## src/rtl/etr_pkg.sv

```systemverilog
`default_nettype none

package etr_pkg;

   // counter width of the batch totals
   localparam int COUNT_BITS     = 16;

   localparam int PROB_BITS      = 16;
   localparam int MSB_BITS       = 4;
   localparam int SUM_BITS       = 24;
   localparam int OUT_COUNT_BITS = 16;
   localparam int FRAC_BITS      = 17;
   localparam int MANT_BITS      = 32;
   localparam int SQ_BITS        = 64;
   localparam int LOG_FRAC_BITS  = 24;
   localparam int LOG_STEPS      = 24;
   localparam int NEG_LOG_BITS   = 29;
   localparam int LOG_BITS       = 21;
   localparam int PROD_BITS      = 37;
   localparam int TERM_BITS      = 21;
   localparam int STEP_BITS      = 5;
   localparam int DIV_STEPS      = 17;
   localparam int NUM_BITS       = COUNT_BITS + 16;
   localparam int QUEUE_DEPTH    = 4;
   localparam int QUEUE_AW       = 2;
   localparam int RSP_DATA_BITS  = 80;
   localparam int RSP_PACK_BITS  = SUM_BITS + 1 + 2*OUT_COUNT_BITS + FRAC_BITS;

   localparam logic [SUM_BITS-1:0]     SUM_MAX    = '1;
   localparam logic [COUNT_BITS-1:0]   COUNT_MAX  = '1;
   localparam logic [NEG_LOG_BITS-1:0] NEG_LOG_ONE = {1'b1, {(NEG_LOG_BITS-1){1'b0}}};
   localparam logic [NEG_LOG_BITS-1:0] LOG_ROUND  = NEG_LOG_BITS'(128);
   localparam int                      LOG_SHIFT  = 8;
   localparam logic [PROD_BITS-1:0]    TERM_ROUND = PROD_BITS'(32768);
   localparam int                      TERM_SHIFT = 16;

   typedef struct packed {
      logic [PROB_BITS-1:0] prob;
      logic [MSB_BITS-1:0]  msb;
      logic                 zero;
      logic                 last_sample;
      logic                 last_batch;
   } item_type;

   typedef struct packed {
      logic [SUM_BITS-1:0]       sample_entropy;
      logic                      above_cutoff;
      logic [OUT_COUNT_BITS-1:0] flagged_count;
      logic [OUT_COUNT_BITS-1:0] sample_count;
      logic                      batch_done;
      logic [FRAC_BITS-1:0]      batch_fraction;
   } result_type;

   typedef struct packed {
      logic                  start;
      logic [COUNT_BITS-1:0] flagged;
      logic [COUNT_BITS-1:0] samples;
   } div_req_type;

   typedef struct packed {
      logic                 done;
      logic [FRAC_BITS-1:0] quotient;
   } div_rsp_type;

endpackage

`default_nettype wire

```

## src/rtl/etr_front.sv

```systemverilog
`default_nettype none

module etr_front (
   input  logic                           req_tvalid,
   output logic                           req_tready,
   input  logic [etr_pkg::PROB_BITS-1:0]  req_tdata,
   input  logic                           req_tlast,
   input  logic                           req_tuser,
   output logic                           push,
   output etr_pkg::item_type              push_item,
   input  logic                           queue_full
);
   import etr_pkg::*;

   logic [MSB_BITS-1:0] msb;

   // leading one of the probability
   always_comb begin
      msb = '0;
      for (int i = 0; i < PROB_BITS; i++) begin
         if (req_tdata[i]) begin
            msb = MSB_BITS'(i);
         end
      end
   end

   always_comb begin
      push_item.prob        = req_tdata;
      push_item.msb         = msb;
      push_item.zero        = (req_tdata == '0);
      push_item.last_sample = req_tlast;
      // batch mark only counts together with a sample mark
      push_item.last_batch  = req_tlast & req_tuser;
   end

   assign req_tready = !queue_full;
   assign push       = req_tvalid && !queue_full;

endmodule

`default_nettype wire

```

## src/rtl/etr_queue.sv

```systemverilog
`default_nettype none

module etr_queue (
   input  logic              clock,
   input  logic              reset,
   input  logic              push,
   input  etr_pkg::item_type push_item,
   output logic              full,
   input  logic              pop,
   output logic              pop_valid,
   output etr_pkg::item_type pop_item
);
   import etr_pkg::*;

   item_type              slot_ff [QUEUE_DEPTH];
   logic [QUEUE_AW-1:0]   wr_ptr_ff, wr_ptr_in;
   logic [QUEUE_AW-1:0]   rd_ptr_ff, rd_ptr_in;
   logic [QUEUE_AW:0]     count_ff, count_in;
   logic                  do_push, do_pop;

   assign full      = (count_ff == (QUEUE_AW+1)'(QUEUE_DEPTH));
   assign pop_valid = (count_ff != '0);
   assign pop_item  = slot_ff[rd_ptr_ff];
   assign do_push   = push && !full;
   assign do_pop    = pop && pop_valid;

   always_comb begin
      wr_ptr_in = do_push ? wr_ptr_ff + 1'b1 : wr_ptr_ff;
      rd_ptr_in = do_pop ? rd_ptr_ff + 1'b1 : rd_ptr_ff;
      count_in  = count_ff;
      if (do_push && !do_pop) begin
         count_in = count_ff + 1'b1;
      end else if (do_pop && !do_push) begin
         count_in = count_ff - 1'b1;
      end
   end

   always_ff @(posedge clock) begin
      if (reset) begin
         wr_ptr_ff <= '0;
         rd_ptr_ff <= '0;
         count_ff  <= '0;
      end else begin
         wr_ptr_ff <= wr_ptr_in;
         rd_ptr_ff <= rd_ptr_in;
         count_ff  <= count_in;
      end
   end

   always_ff @(posedge clock) begin
      if (do_push) begin
         slot_ff[wr_ptr_ff] <= push_item;
      end
   end

endmodule

`default_nettype wire

```

## src/rtl/etr_div.sv

```systemverilog
`default_nettype none

module etr_div (
   input  logic                 clock,
   input  logic                 reset,
   input  etr_pkg::div_req_type div_req,
   output etr_pkg::div_rsp_type div_rsp
);
   import etr_pkg::*;

   logic                  busy_ff, busy_in;
   logic                  done_ff, done_in;
   logic [STEP_BITS-1:0]  step_ff, step_in;
   logic [COUNT_BITS-1:0] rem_ff, rem_in;
   logic [COUNT_BITS-1:0] den_ff, den_in;
   logic [DIV_STEPS-1:0]  low_ff, low_in;
   logic [FRAC_BITS-1:0]  quo_ff, quo_in;
   logic [NUM_BITS-1:0]   num;
   logic [COUNT_BITS:0]   trial;
   logic                  fits;

   // rounded numerator; its top part is already below the divisor
   assign num   = {div_req.flagged, 16'b0} + NUM_BITS'(div_req.samples >> 1);
   assign trial = {rem_ff, low_ff[DIV_STEPS-1]};
   assign fits  = (trial >= {1'b0, den_ff});

   always_comb begin
      busy_in = busy_ff;
      done_in = 1'b0;
      step_in = step_ff;
      rem_in  = rem_ff;
      den_in  = den_ff;
      low_in  = low_ff;
      quo_in  = quo_ff;
      if (div_req.start) begin
         busy_in = 1'b1;
         step_in = '0;
         rem_in  = COUNT_BITS'(num >> DIV_STEPS);
         den_in  = div_req.samples;
         low_in  = num[DIV_STEPS-1:0];
         quo_in  = '0;
      end else if (busy_ff) begin
         rem_in  = fits ? COUNT_BITS'(trial - {1'b0, den_ff}) : COUNT_BITS'(trial);
         low_in  = {low_ff[DIV_STEPS-2:0], 1'b0};
         quo_in  = {quo_ff[FRAC_BITS-2:0], fits};
         step_in = step_ff + 1'b1;
         if (step_ff == STEP_BITS'(DIV_STEPS - 1)) begin
            busy_in = 1'b0;
            done_in = 1'b1;
         end
      end
   end

   always_ff @(posedge clock) begin
      if (reset) begin
         busy_ff <= 1'b0;
         done_ff <= 1'b0;
         step_ff <= '0;
      end else begin
         busy_ff <= busy_in;
         done_ff <= done_in;
         step_ff <= step_in;
      end
   end

   always_ff @(posedge clock) begin
      rem_ff <= rem_in;
      den_ff <= den_in;
      low_ff <= low_in;
      quo_ff <= quo_in;
   end

   assign div_rsp.done     = done_ff;
   assign div_rsp.quotient = quo_ff;

endmodule

`default_nettype wire

```

## src/rtl/etr_back.sv

```systemverilog
`default_nettype none

module etr_back (
   input  logic                          clock,
   input  logic                          reset,
   input  logic                          item_valid,
   input  etr_pkg::item_type             item,
   output logic                          item_pop,
   input  logic [etr_pkg::SUM_BITS-1:0]  cutoff,
   output etr_pkg::div_req_type          div_req,
   input  etr_pkg::div_rsp_type          div_rsp,
   output logic                          rsp_tvalid,
   input  logic                          rsp_tready,
   output etr_pkg::result_type           rsp_result
);
   import etr_pkg::*;

   typedef enum logic [5:0] {
      ST_IDLE = 6'b000001,
      ST_LOG  = 6'b000010,
      ST_MUL  = 6'b000100,
      ST_ACC  = 6'b001000,
      ST_DIV  = 6'b010000,
      ST_EMIT = 6'b100000
   } state_type;

   state_type                state_ff, state_in;
   item_type                 item_ff, item_in;
   logic [MANT_BITS-1:0]     m_ff, m_in;
   logic [LOG_FRAC_BITS-1:0] frac_ff, frac_in;
   logic [STEP_BITS-1:0]     step_ff, step_in;
   logic [PROD_BITS-1:0]     prod_ff, prod_in;
   logic [SUM_BITS-1:0]      sum_ff, sum_in;
   logic [COUNT_BITS-1:0]    flagged_ff, flagged_in;
   logic [COUNT_BITS-1:0]    samples_ff, samples_in;
   result_type               res_ff, res_in;
   result_type               out_ff, out_in;
   logic                     out_valid_ff, out_valid_in;

   logic [STEP_BITS-1:0]     shift;
   logic [SQ_BITS-1:0]       square;
   logic [MANT_BITS:0]       square_top;
   logic [NEG_LOG_BITS-1:0]  neg_log;
   logic [LOG_BITS-1:0]      neg_log_q16;
   logic [TERM_BITS-1:0]     term;
   logic [SUM_BITS:0]        sum_wide;
   logic [SUM_BITS-1:0]      sum_sat;
   logic                     above;
   logic [COUNT_BITS-1:0]    flagged_next, samples_next;
   logic                     slot_free;

   assign shift       = STEP_BITS'(MANT_BITS - 1) - {1'b0, item.msb};
   assign square      = SQ_BITS'(m_ff) * SQ_BITS'(m_ff);
   assign square_top  = (MANT_BITS+1)'(square >> (MANT_BITS - 1));
   assign neg_log     = NEG_LOG_ONE - {1'b0, item_ff.msb, frac_ff};
   assign neg_log_q16 = LOG_BITS'((neg_log + LOG_ROUND) >> LOG_SHIFT);
   assign term        = TERM_BITS'((prod_ff + TERM_ROUND) >> TERM_SHIFT);
   assign sum_wide    = {1'b0, sum_ff} + (SUM_BITS+1)'(term);
   assign sum_sat     = sum_wide[SUM_BITS] ? SUM_MAX : sum_wide[SUM_BITS-1:0];
   assign above       = (sum_sat >= cutoff);
   assign samples_next = (samples_ff == COUNT_MAX) ? samples_ff : samples_ff + 1'b1;
   assign flagged_next = (above && flagged_ff != COUNT_MAX) ? flagged_ff + 1'b1 : flagged_ff;
   assign slot_free   = !out_valid_ff || rsp_tready;

   always_comb begin
      state_in     = state_ff;
      item_in      = item_ff;
      m_in         = m_ff;
      frac_in      = frac_ff;
      step_in      = step_ff;
      prod_in      = prod_ff;
      sum_in       = sum_ff;
      flagged_in   = flagged_ff;
      samples_in   = samples_ff;
      res_in       = res_ff;
      out_in       = out_ff;
      out_valid_in = out_valid_ff && !rsp_tready;
      item_pop     = 1'b0;
      div_req      = '0;
      case (state_ff)
         ST_IDLE: begin
            if (item_valid) begin
               item_pop = 1'b1;
               item_in  = item;
               m_in     = MANT_BITS'(item.prob) << shift;
               frac_in  = '0;
               step_in  = '0;
               prod_in  = '0;
               state_in = item.zero ? ST_ACC : ST_LOG;
            end
         end
         ST_LOG: begin
            // one squaring per cycle yields one fraction bit of log2
            if (square_top[MANT_BITS]) begin
               m_in    = square_top[MANT_BITS:1];
               frac_in = {frac_ff[LOG_FRAC_BITS-2:0], 1'b1};
            end else begin
               m_in    = square_top[MANT_BITS-1:0];
               frac_in = {frac_ff[LOG_FRAC_BITS-2:0], 1'b0};
            end
            step_in = step_ff + 1'b1;
            if (step_ff == STEP_BITS'(LOG_STEPS - 1)) begin
               state_in = ST_MUL;
            end
         end
         ST_MUL: begin
            prod_in  = PROD_BITS'(item_ff.prob) * PROD_BITS'(neg_log_q16);
            state_in = ST_ACC;
         end
         ST_ACC: begin
            if (!item_ff.last_sample) begin
               sum_in   = sum_sat;
               state_in = ST_IDLE;
            end else begin
               sum_in                = '0;
               res_in.sample_entropy = sum_sat;
               res_in.above_cutoff   = above;
               res_in.flagged_count  = OUT_COUNT_BITS'(flagged_next);
               res_in.sample_count   = OUT_COUNT_BITS'(samples_next);
               res_in.batch_done     = item_ff.last_batch;
               res_in.batch_fraction = '0;
               if (item_ff.last_batch) begin
                  div_req.start   = 1'b1;
                  div_req.flagged = flagged_next;
                  div_req.samples = samples_next;
                  flagged_in      = '0;
                  samples_in      = '0;
                  state_in        = ST_DIV;
               end else begin
                  flagged_in = flagged_next;
                  samples_in = samples_next;
                  state_in   = ST_EMIT;
               end
            end
         end
         ST_DIV: begin
            if (div_rsp.done) begin
               res_in.batch_fraction = div_rsp.quotient;
               state_in              = ST_EMIT;
            end
         end
         ST_EMIT: begin
            if (slot_free) begin
               out_in       = res_ff;
               out_valid_in = 1'b1;
               state_in     = ST_IDLE;
            end
         end
         default: begin
            state_in = ST_IDLE;
         end
      endcase
   end

   always_ff @(posedge clock) begin
      if (reset) begin
         state_ff     <= ST_IDLE;
         step_ff      <= '0;
         sum_ff       <= '0;
         flagged_ff   <= '0;
         samples_ff   <= '0;
         out_valid_ff <= 1'b0;
      end else begin
         state_ff     <= state_in;
         step_ff      <= step_in;
         sum_ff       <= sum_in;
         flagged_ff   <= flagged_in;
         samples_ff   <= samples_in;
         out_valid_ff <= out_valid_in;
      end
   end

   always_ff @(posedge clock) begin
      item_ff <= item_in;
      m_ff    <= m_in;
      frac_ff <= frac_in;
      prod_ff <= prod_in;
      res_ff  <= res_in;
      out_ff  <= out_in;
   end

   assign rsp_tvalid = out_valid_ff;
   assign rsp_result = out_ff;

endmodule

`default_nettype wire

```

## src/rtl/entropy_threshold_rate.sv

```systemverilog
// Channel   Ports      Fields (low bit up)
// request   req_*      tdata: prob[15:0]; tlast: last_of_sample; tuser: last_of_batch
// result    rsp_*      tdata: sample_entropy, above_cutoff, flagged_count, sample_count,
//                      batch_fraction; tlast: batch_done
// csr       csr_*      wdata: threshold[23:0]
//
// A nonzero probability passes the back end as load, 24 log2 squarings, multiply and
// accumulate; a zero probability goes from load straight to accumulate.
// A sample end adds a state to hand off the result, a batch end a wait for the divider.
// Four queued requests let the request side keep running while the back end works.
// Reset is synchronous: it clears the queue, the totals, the cutoff and the result slot.
// A stalled result holds in its output register; the back end waits on it only to hand the next one off.
`default_nettype none

module entropy_threshold_rate (
   input  logic                               clock,
   input  logic                               reset,
   input  logic                               req_tvalid,
   output logic                               req_tready,
   input  logic [etr_pkg::PROB_BITS-1:0]      req_tdata,   // prob
   input  logic                               req_tlast,
   input  logic                               req_tuser,   // last_of_batch
   output logic                               rsp_tvalid,
   input  logic                               rsp_tready,
   // sample_entropy, above_cutoff, flagged_count, sample_count, batch_fraction, zero fill
   output logic [etr_pkg::RSP_DATA_BITS-1:0]  rsp_tdata,
   output logic                               rsp_tlast,
   input  logic                               csr_wen,
   input  logic [etr_pkg::SUM_BITS-1:0]       csr_wdata
);
   import etr_pkg::*;

   logic [SUM_BITS-1:0] thresh_ff, thresh_in;
   logic                push, queue_full, pop, pop_valid;
   item_type            push_item, pop_item;
   div_req_type         div_req;
   div_rsp_type         div_rsp;
   result_type          result;

   assign thresh_in = csr_wen ? csr_wdata : thresh_ff;

   always_ff @(posedge clock) begin
      if (reset) begin
         thresh_ff <= '0;
      end else begin
         thresh_ff <= thresh_in;
      end
   end

   etr_front u_front (
      .req_tvalid (req_tvalid),
      .req_tready (req_tready),
      .req_tdata  (req_tdata),
      .req_tlast  (req_tlast),
      .req_tuser  (req_tuser),
      .push       (push),
      .push_item  (push_item),
      .queue_full (queue_full)
   );

   etr_queue u_queue (
      .clock     (clock),
      .reset     (reset),
      .push      (push),
      .push_item (push_item),
      .full      (queue_full),
      .pop       (pop),
      .pop_valid (pop_valid),
      .pop_item  (pop_item)
   );

   etr_div u_div (
      .clock   (clock),
      .reset   (reset),
      .div_req (div_req),
      .div_rsp (div_rsp)
   );

   etr_back u_back (
      .clock      (clock),
      .reset      (reset),
      .item_valid (pop_valid),
      .item       (pop_item),
      .item_pop   (pop),
      .cutoff     (thresh_ff),
      .div_req    (div_req),
      .div_rsp    (div_rsp),
      .rsp_tvalid (rsp_tvalid),
      .rsp_tready (rsp_tready),
      .rsp_result (result)
   );

   assign rsp_tdata = {{(RSP_DATA_BITS - RSP_PACK_BITS){1'b0}},
                       result.batch_fraction,
                       result.sample_count,
                       result.flagged_count,
                       result.above_cutoff,
                       result.sample_entropy};
   assign rsp_tlast = result.batch_done;

endmodule

`default_nettype wire

```

## config.mk

```make
export PLATFORM = sky130hd
export DESIGN_NAME = entropy_threshold_rate
export DESIGN_NICKNAME = d
export VERILOG_FILES = /design/src/rtl/etr_pkg.sv /design/src/rtl/etr_front.sv /design/src/rtl/etr_queue.sv /design/src/rtl/etr_div.sv /design/src/rtl/etr_back.sv /design/src/rtl/entropy_threshold_rate.sv
export SDC_FILE = /design/constraint.sdc
export NUM_CORES = 2
export LEC_CHECK = 0
export BUFFER_PORTS_ARGS = -buffer_cell sky130_fd_sc_hd__buf_4
export CAP_MARGIN = 10
export CORE_MARGIN = 2
export CORE_UTILIZATION = 55
export DETAILED_ROUTE_END_ITERATION = 10
export PLACE_DENSITY_LB_ADDON = 0.25
export SYNTH_ARGS = -nofsm -noshare
export SYNTH_HDL_FRONTEND = slang
export SYNTH_SLANG_ARGS = --single-unit
```

## constraint.sdc

```tcl
create_clock -name clock -period 24.6 [get_ports clock]
set_input_delay 1.23 -clock clock [delete_from_list [all_inputs] [get_ports clock]]
set_output_delay 1.23 -clock clock [all_outputs]
set_load 0.05 [all_outputs]
```

==> results_dict.tcl <==
set metrics [dict create \
    outcome "finished clean" \
    yosysWarningCount 0 \
    place_inst 7613 \
    crit_required_ns 24.94 \
    crit_path_start_kind "flip-flop" \
    clk_pin_slew_worst_paths_ns 0.06 \
    grt_start_max_net_pins 76 \
    finalHoldViolCount 0 \
    yosys-top-cells-area "fa_1, edfxtp_1, ha_1" \
    critPathCaptureType "flip-flop" \
    grt-ovfl-total 0 \
    cp_max_fo 27 \
    initial_core_util 0.5550 \
    die_h_um 341.2 \
    num_rows 123 \
    wirelength_um 149500 \
    drive_gt1_frac 0.06006 \
    hold_class "flip-flop to flip-flop" \
    clockBufferDepth 3 \
    arrival_ns 10.79 \
    synthCells 6171 \
    cts_root_buffer "clkbuf_16" \
    ctsHoldBuffers 0 \
    utilization 0.5931 \
    synth_edf_count 390 \
    dp_hpwl_um 114900 \
    async_flop_share 0 \
    post_cts_resized 0 \
    syn_to_final_growth_pct 6.868 \
    post_cts_buffers 0 \
    vias 42380 \
    fin_crit_ns 10.45 \
    gp_congestion 0.9565 \
    syn_area_per_cell_sq_um 10.13 \
    final_cell_count_no_fill 7719 \
    numCtsBuffers 53 \
    mostFrequentLayoutCells "inv_1, fa_1, nand2_1, ha_1, and2_1" \
    wire_per_inst_um 19.37 \
    fill_cells 9548 \
    grt_pass1_wl_um 243000 \
    max_freq_mhz 95.71 \
    ys_seq_elements 516 \
    cts_tree "built" \
    worstSetupPathType "flip-flop to flip-flop" \
    chipWidth_um 341.2 \
    drt-initial-drc-count 2962 \
    num_io_pins 130 \
    drc 0 \
    synth-seq-area-share 0.2277 \
    seq_area_sq_mm 0.01423 \
    avgViaCountPerCell 5.490 \
    first_pass_iters 5 \
    netlist_area_sq_mm 0.06252 \
    track_usage 0.2651 \
    synthDominantCellAreaShare 0.3384 \
    die_area_sq_mm 0.1164 \
    multi_input_area_sq_mm 0.04224 \
    clk_latency_ns 0.63 \
    antenna_found_initial 11 \
    synth_top_cell_by_area "fa_1" \
    rsz0062_at_grt "false" \
    layout_commonest_cell "inv_1" \
    clock_skew_ns 0.05130 \
    fin_setup_tns_ns 0 \
    ys_types 89 \
    synthFlopType "edfxtp_1" \
    final.period_utilization 0.4247 \
    maxCapViolations 0 \
    slew_headroom 0.06107 \
    fin_nets 7748 \
    cts_sinks 516 \
    core_area_sq_mm 0.1127 \
    grt_pass1_vias 45060 \
    portBuffers 123 \
    htree_levels 2 \
    setup_violations 0 \
    tightest_slew_ns 1.399 \
    final_cell_area_sq_mm 0.06682 \
    final_max_slew_viol_count 0 \
    final_antenna_net_count 0 \
    placed_cell_area_sq_mm 0.06496 \
]
## registers in the layout, summed over array words and instances, names as in the netlist, 17 cells and up, named ones only
name and flops:
u_back.sum_ff 24, u_back.rsp_result 75, u_back.prod_ff 22, thresh_ff 24
u_back.frac_ff 24, u_div.low_ff 17, u_div.quo_ff 17, u_back.res_ff 75
u_queue.slot_ff 92, u_back.m_ff 32, u_back.item_ff 22
## worst paths after layout
kind / start / depth (start not counted) / end / slack [ns]
worst max-delay path: u_back.m_ff[18] / 27 / u_back.m_ff[27] / 14.15
worst max register to register: u_back.m_ff[18] / 27 / u_back.m_ff[27] / 14.15
worst min register to register: u_back.res_ff[3] / 0 / u_back.rsp_result[3] / 0.39
worst min-delay path: u_back.res_ff[3] / 0 / u_back.rsp_result[3] / 0.39
## per-stage QoR
stage	setup WS, ns	hold WS (ns)
3_5_place_dp	14.52	0.4045
2_1_floorplan	16.23	0.4003
3_3_place_gp	14.55	0.4006
4_1_cts	14.49	0.3941
6_report	14.15	0.3890
5_1_grt	13.90	0.4080
## critical path, stage by stage (launching register included)
cell and delay (ns):
edfxtp_1 0.87, buf_4 0.47, inv_1 0.33, nor2_1 0.27
fa_1 0.51, fa_1 0.47, fa_1 0.53, inv_1 0.06
fa_1 0.50, inv_1 0.07, fa_1 0.46, fa_1 0.46
fa_1 0.53, inv_1 0.05, fa_1 0.47, inv_1 0.04
ha_1 0.38, a21o_1 0.21, a21o_1 0.18, a21oi_1 0.20
nand2_1 0.17, a211oi_1 0.98, o31a_1 0.40, o31ai_4 0.14
xor2_4 0.83, nand2_2 0.22, inv_1 0.22, a221oi_1 0.11
## cells in the mapped netlist (34+ instances only)
| cell type | n |
|---|---|
| nor2_1 | 243 |
| mux2i_1 | 96 |
| and3_1 | 34 |
| nor3_1 | 46 |
| nand2_1 | 585 |
| nand3_1 | 70 |
| ha_1 | 476 |
| a21o_1 | 90 |
| dfxtp_1 | 126 |
| and2_1 | 429 |
| clkbuf_1 | 231 |
| fa_1 | 1057 |
| o21ai_0 | 92 |
| a21oi_1 | 165 |
| inv_1 | 1370 |
| nor2b_1 | 34 |
| edfxtp_1 | 390 |
| xnor2_1 | 106 |
| xor2_1 | 85 |
| nand4_1 | 37 |
## metal layers
layer / track usage / wire [um] / vias to the layer above
met4: 0.09508 / 6006 / 6
li1: - / - / 19250
met5: 0 / 38 / -
met1: 0.3577 / 62810 / 21560
met2: 0.4398 / 71790 / 1253
met3: 0.03688 / 8887 / 309
## logic make-up (layout without fill, tap and decap cells)
| kind of cell | after synthesis | after routing | share of synthesized area |
|---|---|---|---|
| adder cells (fa/ha/maj) | 1533 | 1533 | 0.4337 |
| flip-flops | 516 | 516 | 0.2277 |
| multiplexers | 127 | 127 | 0.02510 |
| other | 1 | 15 | 0.00005998 |
| XOR/XNOR | 192 | 192 | 0.02702 |
| AND/OR/NAND/NOR | 1597 | 1597 | 0.1270 |
| AO/OA/AOI/OAI | 576 | 576 | 0.06106 |
| buffers and inverters | 1629 | 1663 | 0.09844 |
## area by class of cell
class / instances / share of cell area
clock buffers: 66 / 0.02135
well taps: 1500 / 0.02809
multi-input cells: 4031 / 0.6321
repair buffers: 196 / 0.02202
inverters: 1370 / 0.07696
flip-flops and latches: 516 / 0.2130
diodes: 9 / 0.0003371
clock inverters: 31 / 0.006086
Power is not shown: default switching activity piles up to over one toggle a cycle in this logic, so the estimate is an artifact.
